==> config.mk <==
export PLATFORM = sky130hd
export DESIGN_NAME = two_pattern_binary_matcher
export DESIGN_NICKNAME = d
export VERILOG_FILES = /design/src/hw/rtl/tpbm_pkg.sv /design/src/hw/rtl/tpbm_cfg_regs.sv /design/src/hw/rtl/tpbm_match.sv /design/src/hw/rtl/two_pattern_binary_matcher.sv
export VERILOG_INCLUDE_DIRS = /design/src /design/src/hw/rtl
export SDC_FILE = /design/constraint.sdc
export NUM_CORES = 1
export LEC_CHECK = 0
export CAP_MARGIN = 40
export CORE_MARGIN = 2
export CORE_UTILIZATION = 62
export DETAILED_ROUTE_END_ITERATION = 6
export DONT_BUFFER_PORTS = 1
export PLACE_DENSITY = 0.78
export SETUP_SLACK_MARGIN = 0.05
export SYNTH_ARGS = -nofsm -noshare
export SYNTH_HDL_FRONTEND = slang
export SYNTH_SLANG_ARGS = --single-unit
==> constraint.sdc <==
create_clock -name clk -period 5.4 [get_ports clk]
set_input_delay 0.27 -clock clk [delete_from_list [all_inputs] [get_ports clk]]
set_output_delay 0.27 -clock clk [all_outputs]
set_load 0.01 [all_outputs]
==> src/hw/rtl/two_pattern_binary_matcher_defines.svh <==
// Assertion macros for the two-pattern binary matcher.
// Used by the top level; the macros expect clk and rst_n in scope.
`ifndef TWO_PATTERN_BINARY_MATCHER_DEFINES_SVH
`define TWO_PATTERN_BINARY_MATCHER_DEFINES_SVH
`ifndef SYNTHESIS
`define TPBM_ASSERT_IMPL(lbl, ante, cons) \
  lbl: assert property (@(posedge clk) disable iff (!rst_n) (ante) |-> (cons)) \
    else $error("tpbm assertion failed");
`define TPBM_ASSERT_NEXT(lbl, ante, cons) \
  lbl: assert property (@(posedge clk) disable iff (!rst_n) (ante) |=> (cons)) \
    else $error("tpbm assertion failed");
`else
`define TPBM_ASSERT_IMPL(lbl, ante, cons)
`define TPBM_ASSERT_NEXT(lbl, ante, cons)
`endif
`endif

==> src/hw/rtl/tpbm_pkg.sv <==
// Shared types and constants of the two-pattern binary matcher.
// No dependencies.
package tpbm_pkg;

  localparam int MAX_PATTERN_DEF = 64;
  localparam int PAT_BITS_W      = 64;
  localparam int PAT_LEN_W       = 7;
  localparam int CFG_ADDR_W      = 2;

  localparam logic [CFG_ADDR_W-1:0] REG_A_BITS = 2'd0;
  localparam logic [CFG_ADDR_W-1:0] REG_A_LEN  = 2'd1;
  localparam logic [CFG_ADDR_W-1:0] REG_B_BITS = 2'd2;
  localparam logic [CFG_ADDR_W-1:0] REG_B_LEN  = 2'd3;

  localparam logic [PAT_LEN_W-1:0] LEN_RESET = 7'd1;

  typedef struct packed {
    logic [PAT_BITS_W-1:0] bits;
    logic [PAT_LEN_W-1:0]  len;
  } tpbm_pat_t;

endpackage

==> src/hw/rtl/tpbm_cfg_regs.sv <==
// Configuration registers holding both patterns and their lengths.
// Depends on tpbm_pkg.
module tpbm_cfg_regs (
  input  logic                             clk,
  input  logic                             rst_n,
  input  logic                             cfg_valid,
  input  logic [tpbm_pkg::CFG_ADDR_W-1:0]  cfg_addr,
  input  logic [tpbm_pkg::PAT_BITS_W-1:0]  cfg_data,
  output tpbm_pkg::tpbm_pat_t              pat_a,
  output tpbm_pkg::tpbm_pat_t              pat_b
);
  import tpbm_pkg::*;

  tpbm_pat_t pat_a_r;
  tpbm_pat_t pat_b_r;

  always_ff @(posedge clk) begin
    if (!rst_n) begin
      pat_a_r.bits <= '0;
      pat_a_r.len  <= LEN_RESET;
      pat_b_r.bits <= '0;
      pat_b_r.len  <= LEN_RESET;
    end else if (cfg_valid) begin
      case (cfg_addr)
        REG_A_BITS: pat_a_r.bits <= cfg_data;
        REG_A_LEN:  pat_a_r.len  <= cfg_data[PAT_LEN_W-1:0];
        REG_B_BITS: pat_b_r.bits <= cfg_data;
        REG_B_LEN:  pat_b_r.len  <= cfg_data[PAT_LEN_W-1:0];
        default: begin
        end
      endcase
    end
  end

  assign pat_a = pat_a_r;
  assign pat_b = pat_b_r;

endmodule

==> src/hw/rtl/tpbm_match.sv <==
// Masked compare of the newest symbols against one pattern.
// Depends on tpbm_pkg.
module tpbm_match #(
  parameter int MAX_PATTERN = tpbm_pkg::MAX_PATTERN_DEF
) (
  input  tpbm_pkg::tpbm_pat_t             pat,
  input  logic [MAX_PATTERN-1:0]          hist,
  input  logic [$clog2(MAX_PATTERN+1)-1:0] fill,
  output logic                            hit
);
  import tpbm_pkg::*;

  localparam logic [PAT_LEN_W-1:0] CAP = PAT_LEN_W'(MAX_PATTERN);

  logic [PAT_LEN_W-1:0]   eff_len;
  logic [MAX_PATTERN-1:0] mask;
  logic [MAX_PATTERN-1:0] diff;

  always_comb begin
    eff_len = (pat.len > CAP) ? CAP : pat.len;
    for (int i = 0; i < MAX_PATTERN; i++) begin
      mask[i] = (PAT_LEN_W'(i) < eff_len);
    end
    diff = (hist ^ pat.bits[MAX_PATTERN-1:0]) & mask;
    hit  = (eff_len != '0) && (PAT_LEN_W'(fill) >= eff_len) && (diff == '0);
  end

endmodule

==> src/hw/rtl/two_pattern_binary_matcher.sv <==
// Top level of the two-pattern binary matcher: stream ports, input register,
// history state and result register. Depends on tpbm_pkg, tpbm_cfg_regs,
// tpbm_match and the assertion macro header.
//
// One symbol per transaction, one result per symbol. A new symbol is taken
// every clock cycle while results are taken as they come; a result is
// presented once its symbol has waited in the input register and the
// history update and both pattern compares have fed the result register.
// A stalled result holds the input register, and the input stalls once
// both registers are full. Patterns must be configured only while the
// stream is idle; the block itself does not enforce it. Pattern lengths
// above MAX_PATTERN act as MAX_PATTERN, and a length of zero never matches.
`include "two_pattern_binary_matcher_defines.svh"
module two_pattern_binary_matcher #(
  parameter int MAX_PATTERN = tpbm_pkg::MAX_PATTERN_DEF
) (
  input  logic                            clk,
  input  logic                            rst_n,
  input  logic                            in_tvalid,
  output logic                            in_tready,
  input  logic [7:0]                      in_tdata,  // [0] symbol
  input  logic                            in_tuser,  // [0] start_req
  output logic                            out_tvalid,
  input  logic                            out_tready,
  output logic [7:0]                      out_tdata, // [0] hit_a [1] hit_b [2] seen_a [3] seen_b
  input  logic                            cfg_valid,
  output logic                            cfg_ready,
  input  logic [tpbm_pkg::CFG_ADDR_W-1:0] cfg_addr,
  input  logic [tpbm_pkg::PAT_BITS_W-1:0] cfg_data
);
  import tpbm_pkg::*;

  localparam int FILL_W = $clog2(MAX_PATTERN + 1);
  localparam logic [FILL_W-1:0] FILL_CAP = FILL_W'(MAX_PATTERN);

  tpbm_pat_t pat_a;
  tpbm_pat_t pat_b;

  logic s1_valid_r;
  logic s1_sym_r;
  logic s1_start_r;
  logic out_valid_r;
  logic [3:0] out_data_r;

  logic [MAX_PATTERN-1:0] hist_r;
  logic [MAX_PATTERN-1:0] hist_nxt;
  logic [MAX_PATTERN-1:0] hist_base;
  logic [MAX_PATTERN:0]   hist_shl;
  logic [FILL_W-1:0]      fill_r;
  logic [FILL_W-1:0]      fill_nxt;
  logic [FILL_W-1:0]      fill_base;
  logic [1:0]             seen_r;
  logic [1:0]             seen_nxt;
  logic                   hit_a;
  logic                   hit_b;
  logic                   out_load_ok;
  logic                   s1_adv;

  assign cfg_ready = 1'b1;

  tpbm_cfg_regs u_cfg (
    .clk       (clk),
    .rst_n     (rst_n),
    .cfg_valid (cfg_valid),
    .cfg_addr  (cfg_addr),
    .cfg_data  (cfg_data),
    .pat_a     (pat_a),
    .pat_b     (pat_b)
  );

  assign out_load_ok = !out_valid_r || out_tready;
  assign s1_adv      = s1_valid_r && out_load_ok;
  assign in_tready   = !s1_valid_r || out_load_ok;

  always_ff @(posedge clk) begin
    if (!rst_n) begin
      s1_valid_r <= 1'b0;
    end else if (in_tready) begin
      s1_valid_r <= in_tvalid;
    end
  end

  always_ff @(posedge clk) begin
    if (in_tready && in_tvalid) begin
      s1_sym_r   <= in_tdata[0];
      s1_start_r <= in_tuser;
    end
  end

  always_comb begin
    hist_base = s1_start_r ? '0 : hist_r;
    hist_shl  = {hist_base, s1_sym_r};
    hist_nxt  = hist_shl[MAX_PATTERN-1:0];
    fill_base = s1_start_r ? '0 : fill_r;
    fill_nxt  = (fill_base == FILL_CAP) ? fill_base : fill_base + FILL_W'(1);
    seen_nxt  = (s1_start_r ? 2'b00 : seen_r) | {hit_b, hit_a};
  end

  tpbm_match #(.MAX_PATTERN(MAX_PATTERN)) u_match_a (
    .pat  (pat_a),
    .hist (hist_nxt),
    .fill (fill_nxt),
    .hit  (hit_a)
  );

  tpbm_match #(.MAX_PATTERN(MAX_PATTERN)) u_match_b (
    .pat  (pat_b),
    .hist (hist_nxt),
    .fill (fill_nxt),
    .hit  (hit_b)
  );

  always_ff @(posedge clk) begin
    if (!rst_n) begin
      hist_r <= '0;
      fill_r <= '0;
      seen_r <= 2'b00;
    end else if (s1_adv) begin
      hist_r <= hist_nxt;
      fill_r <= fill_nxt;
      seen_r <= seen_nxt;
    end
  end

  always_ff @(posedge clk) begin
    if (!rst_n) begin
      out_valid_r <= 1'b0;
    end else if (out_load_ok) begin
      out_valid_r <= s1_valid_r;
    end
  end

  always_ff @(posedge clk) begin
    if (s1_adv) begin
      out_data_r <= {seen_nxt, hit_b, hit_a};
    end
  end

  assign out_tvalid = out_valid_r;
  assign out_tdata  = {4'b0000, out_data_r};

  `TPBM_ASSERT_IMPL(a_hit_a_sets_seen, out_valid_r && out_data_r[0], out_data_r[2])
  `TPBM_ASSERT_IMPL(a_hit_b_sets_seen, out_valid_r && out_data_r[1], out_data_r[3])
  `TPBM_ASSERT_IMPL(a_fill_bounded, 1'b1, fill_r <= FILL_CAP)
  `TPBM_ASSERT_NEXT(a_start_restarts_fill, s1_adv && s1_start_r, fill_r == FILL_W'(1))
  `TPBM_ASSERT_NEXT(a_result_follows, s1_adv, out_valid_r)

endmodule

==> run summary <==
The number of filler cells placed in the layout is 1576. The delay of the slowest cell on the worst path came out at 580 ps. Ranked by total cell area, the synthesized netlist is headed by sky130_fd_sc_hd__dfxtp_1 35%, sky130_fd_sc_hd__nand2_1 13%, sky130_fd_sc_hd__a21boi_0 12%.

The first global-routing pass estimated between 50000 and 60000 um of wire. In this run, distinct cell masters in the synthesized netlist total 67. On the final layout, the worst clock skew is 12.98 ps.

The required time reported for the critical path endpoint came out at approximately 5600 ps. The critical path goes through nand2b_1, ha_1, nor4b_1, nand3_1, xnor2_1, ha_1, nand2b_1, a21o_1, a21o_1, a21o_1, a21oi_1, nor2_1, a211oi_1, o22ai_1. Among the stages of the critical path, the cell type that occurs most often is sky130_fd_sc_hd__a21o_1.

The post-route clock period utilization came out at about 69%. In the global route stage, overall resource usage came out at 33.72%. In this run the vertical extent of the chip is around 140 um. In the synthesized netlist the dominant register cell turns out to be sky130_fd_sc_hd__dfxtp_1. In this run the clock root is driven by a sky130_fd_sc_hd__clkbuf_16. The total setup violations reported at the end of the flow is 0. The antenna diode count came out at 0. Derived from the worst setup path, the maximum achievable clock frequency is around 270 MHz.

The total of max-cap violations is 0. The worst setup path is captured at a register. The starting density of the core is between 60% and 70%. The CTS tree is yes. The share of synthesized cell area in full adder, half adder and majority cells is 1.729%. The utilization of the core after routing came out at 71.11%. Buffers added to address setup during post-CTS repair amount to 0. The share of the Yosys chip area taken by registers is between 30% and 40%. The final critical delay including setup and external delays came out at 3739 ps. For this design the ratio of total power to cell area is about 280 nW/um2.

The path class of the tightest hold or removal check is in2reg. The total number of placement rows came out at between 50 and 60. 91 I/O pins were placed.

The total wire length after detailed routing is approximately 35000 um. The worst setup slack before clock tree synthesis came out at 1748 ps. The total count of max-transition violations in the final report came out at 0. The final-report hold violation count was 0. In this run the deepest clock path goes through 3 buffers. The warning count from the yosys run came out at 0. The via density per instance is a little under 6.

VDD sags by at most between 0.2 and 0.3 mV. The flow ran to the end, and the final reports show no timing, DRC or antenna violations. The most common cell after layout, fill and taps aside is sky130_fd_sc_hd__nand2_1. The maximum number of pins on one net before global-route repair came out at between 200 and 250. The relative area change from synthesis to final layout is 12.81%.

The arrival time of the worst setup path came out at 3980 ps. The average instance area after synthesis is just under 8 um2. The compound-gate portion of the synthesized area came out at 21.28%. The CTS buffer count is 24. The clock-pin slew reported for the worst setup and hold paths after clock tree synthesis is 60 ps. For the final routed database, the setup TNS stands at 0 ps.

The placer's final routability congestion estimate is between 1 and 1.5. At the pin with the least slew margin, the transition time is about 1000 ps. The tightest slew margin relative to the limit is around a third.

The DRC marker count from the first detailed-route iteration is slightly above 1000. The post-detailed-route count of antenna-violating nets is 0. For this run, asynchronously set or reset flops after synthesis account for 0%. Measured against the total synthesized area, the mux share comes to about 1.1%.

The final critical-path setup slack came out at 1661 ps. The final routed wire length divided by cell count came out at roughly 19 um. The via count is 11070. In the final layout, the share of cells above drive strength 1 is between 4 and 5%. The area share of the largest cell type after synthesis came out at between 30% and 40%. In this run the worst path has a maximum fanout of 4. The xor/xnor share of the synthesized area came out at about a tenth.

The first detailed-routing pass ran for 5 iterations. Synthesis produced roughly 1600 cells. The startpoint class of the critical path is a register. The master of the slowest instance on the critical path is sky130_fd_sc_hd__a211oi_1. The die outline area is about 21000 um2.

The initial antenna violation count came out at 0. For the worst-skew pair, the clock arrives at the later sink with an insertion delay of between 500 and 600 ps. The final cell area excluding filler cells is 13790 um2. In the layout the commonest cells are 426 x sky130_fd_sc_hd__nand2_1, 216 x sky130_fd_sc_hd__dfxtp_1, 193 x sky130_fd_sc_hd__a21boi_0, 115 x sky130_fd_sc_hd__xnor2_1, 80 x sky130_fd_sc_hd__nor2b_1. CTS built an H-tree with a depth of 1.

The clock net sink count came out at about 220. Setup repair after global routing left no endpoint under its margin. Port buffering added 0 buffers. The final global-route overflow total is 0.

The number of enable flip-flop cells after synthesis came out at 6. The mapped netlist covers between 10000 and 15000 um2. The final HPWL from detailed placement came out at approximately 23000 um. The flip-flop and latch count after synthesis came out at roughly 220. The net count of the finished layout is approximately 1700. The hold slack came out at just under 80 ps. The standard cell area after detailed placement is 12270 um2.

Summed over all cells, the static leakage comes to between 4 and 5 nW. The total core area came out at approximately 19000 um2. The setup path with the least slack is of type reg2reg. The DRC violations left came out at 0.

In this run the horizontal extent of the chip is ~140 um. The number of global-route vias before repair is approximately 10000. The combinational family with the most area after synthesis is simple AND/OR/NAND/NOR gates. The biggest area contributor in the post-synthesis netlist is sky130_fd_sc_hd__dfxtp_1. The synthesized-area fraction occupied by and/or/nand/nor cells is 25.20%.
==> synth_stat cells, types with 3 or more instances <==
master                     instances
sky130_fd_sc_hd__edfxtp_1          6
sky130_fd_sc_hd__buf_1             4
sky130_fd_sc_hd__dfxtp_1         216
sky130_fd_sc_hd__o22ai_1          20
sky130_fd_sc_hd__clkbuf_1         77
sky130_fd_sc_hd__buf_4             5
sky130_fd_sc_hd__o32a_1            4
sky130_fd_sc_hd__a21boi_0        193
sky130_fd_sc_hd__or4_1             4
sky130_fd_sc_hd__nand3_1          12
sky130_fd_sc_hd__nor2_1           60
sky130_fd_sc_hd__a21o_1            6
sky130_fd_sc_hd__nor3_1           19
sky130_fd_sc_hd__nand2b_1         14
sky130_fd_sc_hd__xor2_1           24
sky130_fd_sc_hd__nor2b_1          80
sky130_fd_sc_hd__or2_2             7
sky130_fd_sc_hd__a211oi_1          9
sky130_fd_sc_hd__nor4bb_1         12
sky130_fd_sc_hd__o221ai_1          3
sky130_fd_sc_hd__a31oi_1          17
sky130_fd_sc_hd__nand4_1           4
sky130_fd_sc_hd__ha_1             16
sky130_fd_sc_hd__a21oi_1          63
sky130_fd_sc_hd__mux2i_1          14
sky130_fd_sc_hd__o21ai_0          36
sky130_fd_sc_hd__nor4_2            3
sky130_fd_sc_hd__o21a_1            3
sky130_fd_sc_hd__o21ai_1           4
sky130_fd_sc_hd__nor4_1            8
sky130_fd_sc_hd__inv_1            13
sky130_fd_sc_hd__xnor2_1         115
sky130_fd_sc_hd__o211ai_1          4
sky130_fd_sc_hd__and2_1            8
sky130_fd_sc_hd__buf_2            13
sky130_fd_sc_hd__nand2_1         426
==> power breakdown <==
| part | switching [W] | internal [W] |
|---|---|---|
| clock network | 0.000672 | 0.00101 |
| logic | 0.000222 | 0.000154 |
| registers | 0.0000499 | 0.00169 |
==> path summary, 6_finish.rpt <==
kind | from | endpoint | cells after the start | slack (ps)
hold / removal | in_tvalid | s1_start_r$_DFFE_PP_ | 1 | 80
setup reg to reg | s1_start_r$_DFFE_PP_ | out_data_r[2]$_DFFE_PP_ | 14 | 1660
setup / recovery | s1_start_r$_DFFE_PP_ | out_data_r[2]$_DFFE_PP_ | 14 | 1660
hold reg to reg | hist_r[52]$_SDFFE_PN0P_ | hist_r[52]$_SDFFE_PN0P_ | 2 | 460
==> per-stage QoR <==
stage | cells | power, W
final | 1856 | 0.003798
after detailed placement | 1743 | 0.002066
after global routing | 1856 | 0.003908
after floorplan | 1566 | 0.001997
after global placement | 1741 | 0.002057
after CTS | 1856 | 0.003794
==> state kept, by name (all words and copies together), names as in the netlist <==
name,cells
seen_r,2
out_tvalid,1
out_data_r,4
s1_sym_r,1
s1_valid_r,1
u_cfg.pat_a,71
u_cfg.pat_b,71
s1_start_r,1
fill_r,7
hist_r,63
==> what timing repair did <==
| item | in CTS | in global routing |
|---|---|---|
| endpoints found under the hold margin | 218 | 0 |
| resized for setup | 0 | 0 |
| hold buffers | 70 | 0 |
==> cell type report <==
cell class	count	area (um2)	area share (%)
multi-input cells	1230	7287	52.83
flip-flops and latches	222	4504	32.65
repair buffers	81	810.8	5.878
clock buffers	37	720.7	5.224
well taps	265	331.6	2.404
clock inverters	6	83.83	0.6077
inverters	15	56.30	0.4082
==> kinds of logic after synthesis <==
logic type | Yosys count
AND/OR/NAND/NOR | 674
AO/OA/AOI/OAI | 381
flip-flops | 222
XOR/XNOR | 139
buffers and inverters | 114
adder cells (fa/ha/maj) | 17
multiplexers | 14
other | 2
==> worst max-delay path, delay by kind of cell (launching register included) <==
family / cells / cell delay (ps)
AO/OA/AOI/OAI: 6 / 1410
AND/OR/NAND/NOR: 5 / 780
flip-flops: 1 / 440
adder cells (fa/ha/maj): 2 / 440
XOR/XNOR: 1 / 380
==> routing by layer <==
layer / up-vias / global-route usage [%] / share of wire, %
li1: 5273 / - / -
met1: 5213 / 43.65 / 41
met2: 470 / 54.48 / 46
met3: 109 / 7.848 / 8.9
met4: 0 / 13.59 / 4.1
met5: - / 0 / 0
Power figures use the tool's default switching activity.
